`config.mk`:
```
export PLATFORM = sky130hd
export DESIGN_NAME = bct_ctrl
export DESIGN_NICKNAME = d
export VERILOG_FILES = /design/src/rtl/bct_pkg.sv /design/src/rtl/bct_ctrl.sv
export SDC_FILE = /design/constraint.sdc
export NUM_CORES = 1
export LEC_CHECK = 0
export ABC_AREA = 1
export BUFFER_PORTS_ARGS = -buffer_cell sky130_fd_sc_hd__buf_2
export CAP_MARGIN = 20
export CORE_MARGIN = 4
export CORE_UTILIZATION = 41
export CTS_CLUSTER_SIZE = 30
export DETAILED_ROUTE_END_ITERATION = 16
export PLACE_DENSITY = 0.85
export SLEW_MARGIN = 30
export SYNTH_ARGS = -nofsm -noshare
export SYNTH_HDL_FRONTEND = slang
export SYNTH_SLANG_ARGS = --single-unit
```
`constraint.sdc`:
```
create_clock -name i_clk -period 1.3 [get_ports i_clk]
set_clock_uncertainty 0.2 [all_clocks]
set_input_delay 0.13 -clock i_clk [delete_from_list [all_inputs] [get_ports i_clk]]
set_output_delay 0.13 -clock i_clk [all_outputs]
set_load 0.005 [all_outputs]
```
`src/rtl/bct_pkg.sv`:
```
// package for the binary contour tracer: item types, codes, control structs, step tables
`timescale 1ns / 1ps
`default_nettype none
package bct_pkg;

    localparam int DEF_MAX_WIDTH  = 64;
    localparam int DEF_MAX_HEIGHT = 64;

    localparam int CFG_AW = 2;
    localparam int CFG_DW = 13;

    localparam logic [CFG_AW-1:0] CFG_IMAGE_WIDTH  = 2'd0;
    localparam logic [CFG_AW-1:0] CFG_IMAGE_HEIGHT = 2'd1;
    localparam logic [CFG_AW-1:0] CFG_MIN_POINTS   = 2'd2;

    localparam logic [6:0]  RST_IMAGE_WIDTH  = 7'd64;
    localparam logic [6:0]  RST_IMAGE_HEIGHT = 7'd64;
    localparam logic [12:0] RST_MIN_POINTS   = 13'd10;

    localparam logic ACT_LOAD  = 1'b0;
    localparam logic ACT_FETCH = 1'b1;

    typedef struct packed {
        logic       action;
        logic [5:0] pixel_x;
        logic [5:0] pixel_y;
        logic       pixel_on;
    } t_in_item;

    typedef struct packed {
        logic [5:0] point_x;
        logic [5:0] point_y;
        logic       end_of_contour;
        logic       scan_done;
    } t_out_item;

    typedef struct packed {
        logic clr_step;
        logic restart;
        logic load_pix;
        logic scan_row;
        logic scan_next;
        logic trace_start;
        logic push;
        logic rd_nb;
        logic nb_next;
        logic move;
        logic emit_clr;
        logic emit_step;
        logic out_load;
        logic out_done;
    } t_dp_cmd;

    typedef struct packed {
        logic clr_last;
        logic scan_end;
        logic scan_edge;
        logic hit;
        logic nb_oob;
        logic k_last;
        logic close_hit;
        logic keep;
        logic emit_last;
        logic out_free;
    } t_dp_sts;

    // two's complement steps, direction 0 is +x, counting clockwise in image rows
    function automatic logic [1:0] step_dx(input logic [2:0] d);
        logic [1:0] r;
        case (d)
            3'd0, 3'd1, 3'd7: r = 2'b01;
            3'd3, 3'd4, 3'd5: r = 2'b11;
            default:          r = 2'b00;
        endcase
        return r;
    endfunction

    function automatic logic [1:0] step_dy(input logic [2:0] d);
        logic [1:0] r;
        case (d)
            3'd1, 3'd2, 3'd3: r = 2'b01;
            3'd5, 3'd6, 3'd7: r = 2'b11;
            default:          r = 2'b00;
        endcase
        return r;
    endfunction

endpackage
`default_nettype wire

```
`src/rtl/bct_ctrl.sv`:
```
// controller state machine of the contour tracer
`timescale 1ns / 1ps
`default_nettype none
module bct_ctrl (
    input  wire logic                          i_clk,
    input  wire logic                          i_rst_n,
    input  wire logic                          i_in_valid,
    input  wire logic                          i_action,
    output logic                               o_in_stall,
    input  wire logic                          i_cfg_we,
    input  wire logic [bct_pkg::CFG_AW-1:0]    i_cfg_addr,
    input  wire bct_pkg::t_dp_sts              i_sts,
    output bct_pkg::t_dp_cmd                   o_cmd
);
    import bct_pkg::*;

    localparam logic [3:0] S_CLEAR   = 4'd0;
    localparam logic [3:0] S_IDLE    = 4'd1;
    localparam logic [3:0] S_SCAN    = 4'd2;
    localparam logic [3:0] S_SCAN_EV = 4'd3;
    localparam logic [3:0] S_PUSH    = 4'd4;
    localparam logic [3:0] S_NB      = 4'd5;
    localparam logic [3:0] S_NB_EV   = 4'd6;
    localparam logic [3:0] S_EMIT_RD = 4'd7;
    localparam logic [3:0] S_OUT     = 4'd8;

    localparam logic [1:0] PH_SCAN = 2'd0;
    localparam logic [1:0] PH_EMIT = 2'd1;
    localparam logic [1:0] PH_DONE = 2'd2;

    logic [3:0] r_state, n_state;
    logic [1:0] r_phase, n_phase;
    logic       r_dirty, n_dirty;
    logic       accept;
    logic       cfg_restart;
    logic       do_restart;
    logic       do_close;
    t_dp_cmd    cmd;

    assign o_in_stall  = (r_state != S_IDLE) || i_cfg_we;
    assign accept      = i_in_valid && !o_in_stall;
    assign cfg_restart = i_cfg_we && (i_cfg_addr == CFG_IMAGE_WIDTH ||
                         i_cfg_addr == CFG_IMAGE_HEIGHT || i_cfg_addr == CFG_MIN_POINTS);

    always_comb begin
        n_state    = r_state;
        n_phase    = r_phase;
        n_dirty    = r_dirty;
        cmd        = '0;
        do_restart = cfg_restart;
        do_close   = 1'b0;
        unique case (r_state)
            S_CLEAR: begin
                cmd.clr_step = 1'b1;
                if (i_sts.clr_last) begin
                    n_state = S_IDLE;
                    n_dirty = 1'b0;
                end
            end
            S_IDLE: begin
                if (accept) begin
                    if (i_action == ACT_LOAD) begin
                        cmd.load_pix = 1'b1;
                        do_restart   = 1'b1;
                    end else if (r_phase == PH_SCAN) begin
                        n_state = S_SCAN;
                    end else if (r_phase == PH_EMIT) begin
                        n_state = S_EMIT_RD;
                    end else begin
                        n_state = S_OUT;
                    end
                end
            end
            S_SCAN: begin
                if (i_sts.scan_end) begin
                    n_phase = PH_DONE;
                    n_state = S_OUT;
                end else if (i_sts.scan_edge) begin
                    cmd.scan_row = 1'b1;
                end else begin
                    n_state = S_SCAN_EV;
                end
            end
            S_SCAN_EV: begin
                if (i_sts.hit) begin
                    cmd.trace_start = 1'b1;
                    n_state         = S_PUSH;
                end else begin
                    cmd.scan_next = 1'b1;
                    n_state       = S_SCAN;
                end
            end
            S_PUSH: begin
                cmd.push = 1'b1;
                n_dirty  = 1'b1;
                n_state  = S_NB;
            end
            S_NB: begin
                if (i_sts.nb_oob) begin
                    if (i_sts.k_last) begin
                        do_close = 1'b1;
                    end else begin
                        cmd.nb_next = 1'b1;
                    end
                end else begin
                    cmd.rd_nb = 1'b1;
                    n_state   = S_NB_EV;
                end
            end
            S_NB_EV: begin
                cmd.rd_nb = 1'b1;
                if (i_sts.hit) begin
                    cmd.move = 1'b1;
                    if (i_sts.close_hit) begin
                        do_close = 1'b1;
                    end else begin
                        n_state = S_PUSH;
                    end
                end else if (i_sts.k_last) begin
                    do_close = 1'b1;
                end else begin
                    cmd.nb_next = 1'b1;
                    n_state     = S_NB;
                end
            end
            S_EMIT_RD: begin
                n_state = S_OUT;
            end
            S_OUT: begin
                cmd.out_done = (r_phase != PH_EMIT);
                if (i_sts.out_free) begin
                    cmd.out_load = 1'b1;
                    n_state      = S_IDLE;
                    if (r_phase == PH_EMIT) begin
                        cmd.emit_step = 1'b1;
                        if (i_sts.emit_last) begin
                            n_phase = PH_SCAN;
                        end
                    end
                end
            end
            default: begin
                n_state = S_CLEAR;
            end
        endcase

        // contour finished: step the scan on, keep it or go on scanning
        if (do_close) begin
            cmd.scan_next = 1'b1;
            if (i_sts.keep) begin
                cmd.emit_clr = 1'b1;
                n_phase      = PH_EMIT;
                n_state      = S_EMIT_RD;
            end else begin
                n_state = S_SCAN;
            end
        end

        if (do_restart) begin
            cmd.restart = 1'b1;
            n_phase     = PH_SCAN;
            if (r_dirty || r_state == S_CLEAR) begin
                n_state = S_CLEAR;
            end
        end
    end

    assign o_cmd = cmd;

    always_ff @(posedge i_clk) begin
        if (!i_rst_n) begin
            r_state <= S_CLEAR;
            r_phase <= PH_SCAN;
            r_dirty <= 1'b1;
        end else begin
            r_state <= n_state;
            r_phase <= n_phase;
            r_dirty <= n_dirty;
        end
    end

`ifndef SYNTH
    a_load_restarts: assert property (@(posedge i_clk) disable iff (!i_rst_n)
        (accept && i_action == ACT_LOAD) |=> (r_phase == PH_SCAN))
        else $error("load did not restart the scan");
    a_push_marks_dirty: assert property (@(posedge i_clk) disable iff (!i_rst_n)
        cmd.push |=> r_dirty)
        else $error("visited write not tracked");
    a_out_slot_free: assert property (@(posedge i_clk) disable iff (!i_rst_n)
        cmd.out_load |-> i_sts.out_free)
        else $error("result written over a pending result");
    a_move_in_bounds: assert property (@(posedge i_clk) disable iff (!i_rst_n)
        cmd.move |-> !i_sts.nb_oob)
        else $error("trace moved outside the image");
`endif
endmodule
`default_nettype wire

```
* Word-level counts from Yosys, hierarchy flattened
Index checks and enable logic that the tools add are counted.
Widths: inputs -> output; s select.
** Storage, ports and cells
- Register bits :: 7
- Word-level logic and storage cells :: 90
** Operators by class
- Eq/ne operators :: 14
- Reduce and logical (&&, ||, !) cells :: 13
- Bitwise logic cells :: 1
- Muxes and demuxes :: 59
** Operator list (count)
- $mux 4 :: 15
- $pmux 4 s9 :: 1
- $mux 1 :: 28
- $eq 4x3->1 const B :: 4
- $mux 2 :: 8
- $mux 3 :: 3
- $eq 4x2->1 const B :: 2
- $pmux 2 s2 :: 2
- $eq 2x1->1 const B :: 2
- $eq 4x1->1 const B :: 1
- $eq 4x4->1 const B :: 1
- $logic_not 2->1 :: 2
- $logic_not 4->1 :: 1
- $logic_or 1x1->1 :: 4
- $ne 4x1->1 const B :: 1
- $pmux 1 s2 :: 2
- $eq 2x2->1 const B :: 1
- $logic_and 1x1->1 :: 2
- $ne 2x1->1 const B :: 1
- $ne 2x2->1 const B :: 1
- $reduce_and 2->1 :: 1
- $reduce_bool 2->1 :: 1
- $reduce_or 2->1 :: 1
- $logic_not 1->1 :: 1
- $not 1->1 :: 1

* Logic depth before layout (Yosys ltp)
Gate-level depths: netlist of the first run.
- Word-level depth :: 9
- Gate-level depth with buffers :: 9

* Worst setup path before layout of the first run
No wires, ideal clock.
- Path kind :: register to register
- Start point :: register r_state[2]
- End point :: register r_state[0]
- Cell stages (with the launch flop) :: 9
- Slack :: -89 ps
- Arrival time :: 1076 ps
- Setup time :: 113 ps
- Cell sequence :: dfxtp_1 nor2_4 inv_2 nor2_4 nand4_2 nand3_2 nand2_2 nand3_1 nand2_1
** Between the ends
- Word-level cells in the longest chain between the ends :: 9
- Elaborated cells on any way between the ends :: 22
- Classes of those cells :: 9 x eq/ne; 8 x mux; 5 x reduce/logical
** RTL lines
- from (decl) :: line bct_ctrl.sv:31 : logic [3:0] r_state, n_state;
- from (signal assigned) :: line bct_ctrl.sv:176 : r_state <= n_state;
- $ne 4x1->1 :: line bct_ctrl.sv:40 : assign o_in_stall = (r_state != S_IDLE) || i_cfg_we;
- $logic_or 1x1->1 :: line bct_ctrl.sv:40
- $logic_not 1->1 :: line bct_ctrl.sv:41 : assign accept = i_in_valid && !o_in_stall;
- $logic_and 1x1->1 :: line bct_ctrl.sv:41
- $mux 4 :: line bct_ctrl.sv:61 : if (accept) begin
- $pmux 4 s9 :: line bct_ctrl.sv:52 : unique case (r_state)
- $mux 4 :: line bct_ctrl.sv:148 : if (do_close) begin
- $mux 4 :: line bct_ctrl.sv:162 : if (r_dirty || r_state == S_CLEAR) begin
- $mux 4 (*) :: line bct_ctrl.sv:159 : if (do_restart) begin
Mark *: on every way between the ends. The rest lies on a longest branch, timed or not.
A chain may end at the register's enable or synchronous reset.

==> results of run 1 <==
## where the power goes
part,internal (uW),switching [uW],leakage [uW],total (uW)
logic,98.5,121,0.000656,220
registers,218,9.52,0.0000597,227
clock network,117,80.0,0.0000150,197
## per-stage QoR
stage / instance area (sq um) / std cells
floorplan: 727 / 119
global placement: 977 / 176
detailed placement: 977 / 176
CTS: 1200 / 194
global route: 1330 / 197
finish: 1330 / 197
## cells by family (layout without fill, tap and decap cells)
kind of cell,count (synthesis),count (layout),synth area share [%]
DFF,7,7,19.4
and+or+nand+nor,78,78,59.4
buffers and inverters,24,86,13.5
AOI/OAI and AO/OA,10,10,7.63
## per-layer routing
metal	track usage [%]	up-vias	wire length (microns)	part of all wire (%)
li1	-	505	-	-
met1	27.7	504	1230	37
met2	40.5	80	1700	51
met3	0.904	11	304	9.2
met4	8.29	0	82	2.5
met5	0	-	0	0
## worst register-to-register path, stage by stage, from the launching register on
cell and delay, ps:
dfxtp_4 370, nor2_4 160, buf_4 160, nand4_1 120, nor2_2 190, nor2_4 60, nand2_1 70, nand2_1 90
nand3_2 90, nand2_2 50
## registers in the layout, indices dropped and copies added, names as in the netlist
name,cells
r_dirty,1
r_phase,2
r_state,4
## cell usage after synthesis
master	instances
nor3_1	1
inv_1	15
nand2_1	28
nand3_2	1
nand2_2	5
or2_0	1
nand3b_2	1
nand3b_1	1
nand4_2	2
dfxtp_1	7
nand3_1	10
nor3b_2	1
buf_4	2
nor2_8	1
o21a_1	1
or2_1	1
nor2_4	3
o21ai_1	1
o22ai_1	2
and2_1	1
nor2_1	13
inv_2	7
nand4_1	3
nor2_2	5
a21oi_1	6
## repair_timing
action	in CTS	in global routing
buffers inserted	12	3
hold buffers	2	0
endpoints found under the hold margin	1	0
pin swaps	7	22
resized for setup	19	33
endpoints found under the setup margin	21	22
## cells in the final DEF (no fill, tap or decap), drive strengths merged, types with 2 or more instances in the layout
| cell type | Yosys | layout |
|---|---|---|
| inv | 22 | 22 |
| dfxtp | 7 | 7 |
| a21oi | 6 | 6 |
| nand2 | 33 | 33 |
| nor2 | 22 | 22 |
| dlygate4sd3 | 0 | 2 |
| buf | 2 | 58 |
| nand3b | 2 | 2 |
| or2 | 2 | 2 |
| o22ai | 2 | 2 |
| clkbuf | 0 | 4 |
| nand4 | 5 | 5 |
| nand3 | 11 | 11 |
## layout make-up
class	count	area share (%)
clock buffers	4	1.98
inverters	22	7.34
multi-input cells	88	46.4
flip-flops and latches	7	11.5
well taps	16	1.51
repair buffers	60	31.3
## path summary, 6_finish.rpt
path	cells after the start	slack (ps)	to	start
worst max-delay path	7	-440	o_cmd[5]	r_state[3]
worst min-delay path	3	80	r_state[3]	i_sts[0]
worst max register to register	9	-360	r_state[2]	r_state[3]
worst min register to register	2	330	r_dirty	r_dirty
==> metrics.md, run 1 <==
| Metric | Value |
|---|---|
| Status | finished, violations left |
| Violated checks | setup timing |
| GRT Resource Usage Total | 22.4% |
| Routed WL per cell | 16.8 microns |
| Post-Syn Nets | 136 |
| Seq/Total Area, Yosys | 19.4% |
| Tot Pwr | 644 uW |
| H-tree depth | 1 |
| Period utilisation layout | 134% |
| WP data arrival | 1410 ps |
| Synth cell types | 25 |
| # Max-Cap Violations | 0 |
| Top Family by Delay on Critical Path | flip-flops |
| Drt initial violations | 54 |
| Minimum clock period | 1740 ps |
| Gr ovfl total | 0 |
| Drt total wl | 3320 microns |
| Vias in the first global route | 959 |
| Synth warn | 0 |
| Final Setup Violations | 22 |
| Top post-synthesis cells by area | dfxtp_1 19%, nand2_1 15%, inv_1 7.8% |
| CP max stage delay | 370 ps |
| Initial antenna violation count | 0 |
| Core region area | 1580 sq um |
| Worst-path clk slew | 50 ps |
| Vert. Die Dim | 50.0 microns |
| DRT Pass-1 Iters | 4 |
| Worst-Margin Slew | 222 ps |
| Initial Utilization | 45.8% |
| Post-layout util | 84.4% |
| Power per cell area | 484 nW/um^2 |
| Storage cell area | 153 sq um |
| Via Count | 1100 |
| Worst-Skew Late Latency | 250 ps |
| Antenna Cells | 0 |
| Syn Area/Cell | 6.07 sq um |
| Largest fanout on the critical path | 3 |
| CP Buf/Inv Count | 3 |
| Area delta synth->final | 84.2% |
| Filler cell count | 85 |
| Clock Sinks | 7 |
| Post-Route Setup TNS | -6780 ps |
| Crit path required time | 970 ps |
| Via density | 5.58 |
| Crit path max-delay cell type | dfxtp_4 |
| Cts bufs inserted | 3 |
| Hpwl dp | 1740 microns |
| Placer Congestion | 0.970 |
| Post-Syn Area | 722 sq um |
| Clk buf depth | 2 |
| Number of synthesized register bits | 7 |
| Post-synth top area share | 19.4% |
| First-pass GRT wire length | 4370 microns |
| Final Hold Fails | 0 |
| Die Wd | 50.0 microns |
| Multi-input gate area in the final layout | 617 sq um |
| Cells after Synth | 119 |
| Max IR drop VDD | 0.490 mV |
| Worst Hold Class | input pin to flip-flop |
| Post-Place Worst Slack | -187 ps |
| PortBufs | 31 |
| CP endpoint kind | output pin |
| # DRC | 0 |
| Crit start category | flip-flop |
| Fmax | 0.575 GHz |
| CTS tree | done |
| Critical Path Most Common Cell | nand2_4 |
| Rows | 14 |
| Largest net degree at the start of global routing | 6 |
| Slew headroom | 85.1% |
| Routed Antenna Nets | 0 |
| Hold slack | 79.8 ps |
| Leak Pwr | 0.000731 uW |
| RSZ-0062 raised after global routing | true |
| CP Cell Sequence | inv_4 > nand2_4 > nor2_4 > buf_6 > nand2_4 > a21oi_2 > buf_2 |
| Die area | 2500 sq um |
| Fin worst setup slack | -438 ps |
| Slew Limit Fails | 0 |
| IO Pins | 32 |
| Largest area contributor in the netlist | dfxtp_1 |
| Crit Path Category | flip-flop to output pin |
| Layout net count | 199 |
| Layout cells sized above 1 | 61.3% |
| CTS Root Cell | clkbuf_4 |
Note: power is estimated with default switching activity, not from simulation.
==> run 2, diff against run 1 <==
--- a/config.mk
+++ b/config.mk
@@ -13,6 +13,7 @@
 export CTS_CLUSTER_SIZE = 30
 export DETAILED_ROUTE_END_ITERATION = 16
 export PLACE_DENSITY = 0.85
+export SKIP_CTS_REPAIR_TIMING = 1
 export SLEW_MARGIN = 30
 export SYNTH_ARGS = -nofsm -noshare
 export SYNTH_HDL_FRONTEND = slang
==> run 2 against run 1 <==
Net effect:
- the run still ends with setup timing left
- worst hold slack got worse by 65 ps
- sequential share of layout area up 0.11 points
- total power shrank 0.73%
- core utilization shrank 0.79 points
- worst setup slack improved by 3.4 ps
- cell count fell by 0.51%
- highest routed layer unchanged
- largest cell class unchanged
==> metrics.md, run 2 (synthesized netlist as in run 1, its figures left out) <==
| Metric | Value |
|---|---|
| Status | finished, violations left |
| Violated checks | setup timing |
| Drt total wl | 3350 microns |
| Top Family by Delay on Critical Path | buffers and inverters |
| Layout net count | 198 |
| Core region area | 1580 sq um |
| DRT Pass-1 Iters | 4 |
| GRT Resource Usage Total | 17.5% |
| Crit Path Category | flip-flop to output pin |
| Vert. Die Dim | 50.0 microns |
| Vias in the first global route | 866 |
| Most common cell after layout, fill and taps aside | buf_2 |
| Clk network pwr share | 31.1% |
| Critical Path Most Common Cell | buf_4 |
| Worst r2r src | r_state[3] |
| Routed WL per cell | 17.1 microns |
| Max IR drop VDD | 0.583 mV |
| Placer Congestion | 0.970 |
| Via density | 5.63 |
| Finished Cell Area | 1320 sq um |
| Worst r2r path cells | 10 |
| Non-Filler Instances | 196 |
| Filler cell count | 91 |
| CP Cell Sequence | buf_6 > nor2_4 > buf_4 > nand2_1 > buf_4 > inv_1 > buf_2 |
| Via Count | 1104 |
| Commonest cells after routing, fill and taps aside | 30 x buf_2, 21 x buf_4, 20 x nand2_1 |
| Worst r2r dst | r_state[0] |
| Placement Cell Area | 977 sq um |
| Area delta synth->final | 82.5% |
| Clk buf depth | 2 |
| IO Pins | 32 |
| H-tree depth | 1 |
| Fmax | 0.576 GHz |
| # placed instances | 176 |
| Sw Share | 33.0% |
| PortBufs | 31 |
| NetSw | 211 uW |
| Routed Antenna Nets | 0 |
| CTS tree | done |
| First-pass GRT wire length | 3460 microns |
| Worst-Skew Late Latency | 250 ps |
| Initial antenna violation count | 0 |
| Internal power | 428 uW |
| Worst-Margin Slew | 290 ps |
| Slew Limit Fails | 0 |
| Combinational share of power | 33.2% |
| Worst Hold Class | input pin to flip-flop |
| Drt initial violations | 69 |
| # DRC | 0 |
| Max reg flops | 4 |
| Reg2Reg Setup Slack | -380 ps |
| Rows | 14 |
| CP endpoint kind | output pin |
| Die area | 2500 sq um |
| CP max stage delay | 370 ps |
| Hold depth | 4 |
| Crit path required time | 970 ps |
| Die Wd | 50.0 microns |
| Power per cell area | 485 nW/um^2 |
| # Max-Cap Violations | 0 |
| Reg with most FFs | r_state |
| Layout cells sized above 1 | 61.7% |
| Period utilisation layout | 133% |
| Hold Startpoint | i_sts[9] |
| Leak Pwr | 0.000715 uW |
| Final Hold Fails | 0 |
| Flop pwr share | 35.7% |
| Slew headroom | 80.6% |
| Largest net degree at the start of global routing | 6 |
| Hpwl dp | 1740 microns |
| Initial Utilization | 45.8% |
| Worst-path clk slew | 50 ps |
| Final Setup Violations | 22 |
| Cts bufs inserted | 3 |
| WP data arrival | 1400 ps |
| Post-Place Worst Slack | -187 ps |
| Hold Path End | r_dirty |
| Antenna Cells | 0 |
| RSZ-0062 raised after global routing | true |
| Top flop regs | r_state x4, r_phase x2, r_dirty x1 |
| Largest fanout on the critical path | 4 |
| CTS Root Cell | clkbuf_4 |
| Crit path max-delay cell type | dfxtp_4 |
| Crit start category | flip-flop |
| CP Buf/Inv Count | 5 |
| Fin worst setup slack | -435 ps |
| Gr ovfl total | 0 |
| Clock Sinks | 7 |
| Minimum clock period | 1730 ps |
-- run 2: metal layers --
metal / track usage, % / share of wire, % / vias to the layer above
li1: - / - / 498
met3: 1.20 / 8.8 / 28
met4: 10.1 / 5.5 / 0
met2: 30.8 / 49 / 75
met5: 0 / 0 / -
met1: 20.4 / 37 / 503
-- run 2: final cells by class --
type	instances	area, sq um	share of cell area [%]
Timing Repair Buffer	59	397	30.1
Multi-Input combinational cell	88	624	47.4
Inverter	22	97.6	7.41
Clock buffer	4	26.3	1.99
Tap cell	16	20.0	1.52
Sequential cell	7	153	11.6
-- run 2: worst max path at each step --
stage	start	endpoint	slack [ps]	cells after the start
2_1_floorplan	r_state[2]	r_state[0]	-80	8
3_3_place_gp	r_state[0]	o_cmd[3]	-150	7
3_5_place_dp	r_state[0]	o_cmd[3]	-190	7
4_1_cts	r_state[0]	o_cmd[3]	-460	7
5_1_grt	r_state[0]	o_cmd[3]	-500	7
6_report	r_state[0]	o_cmd[7]	-430	7
-- run 2: stage by stage --
stage          TNS [ps]  utilization [%]  total power, uW  hold WS, ps
6_report          -7340             83.6              639         15.2
3_5_place_dp      -1090             62.0              372          163
2_1_floorplan      -256                -              311         14.1
5_1_grt           -8730             83.6              682         16.3
4_1_cts           -4820             63.7              572        -99.9
3_3_place_gp       -758             62.0              368          157
-- run 2: worst reg2reg max path, cell delays in order (launching register included) --
cell and delay [ps]:
dfxtp_4 370, nor2_4 160, inv_4 70, buf_6 120, buf_6 110, nor2_4 130, nor2_1 50, nand2_1 100
nand2_4 90, nand2_2 90, nand2_1 70
-- run 2: power by group through the flow --
stage	Combinational (uW)	Sequential (uW)	Clock [uW]
6_report	212	228	199
5_1_grt	227	228	227
4_1_cts	138	230	204
3_5_place_dp	138	234	0
3_3_place_gp	135	233	0
2_1_floorplan	79.2	232	0
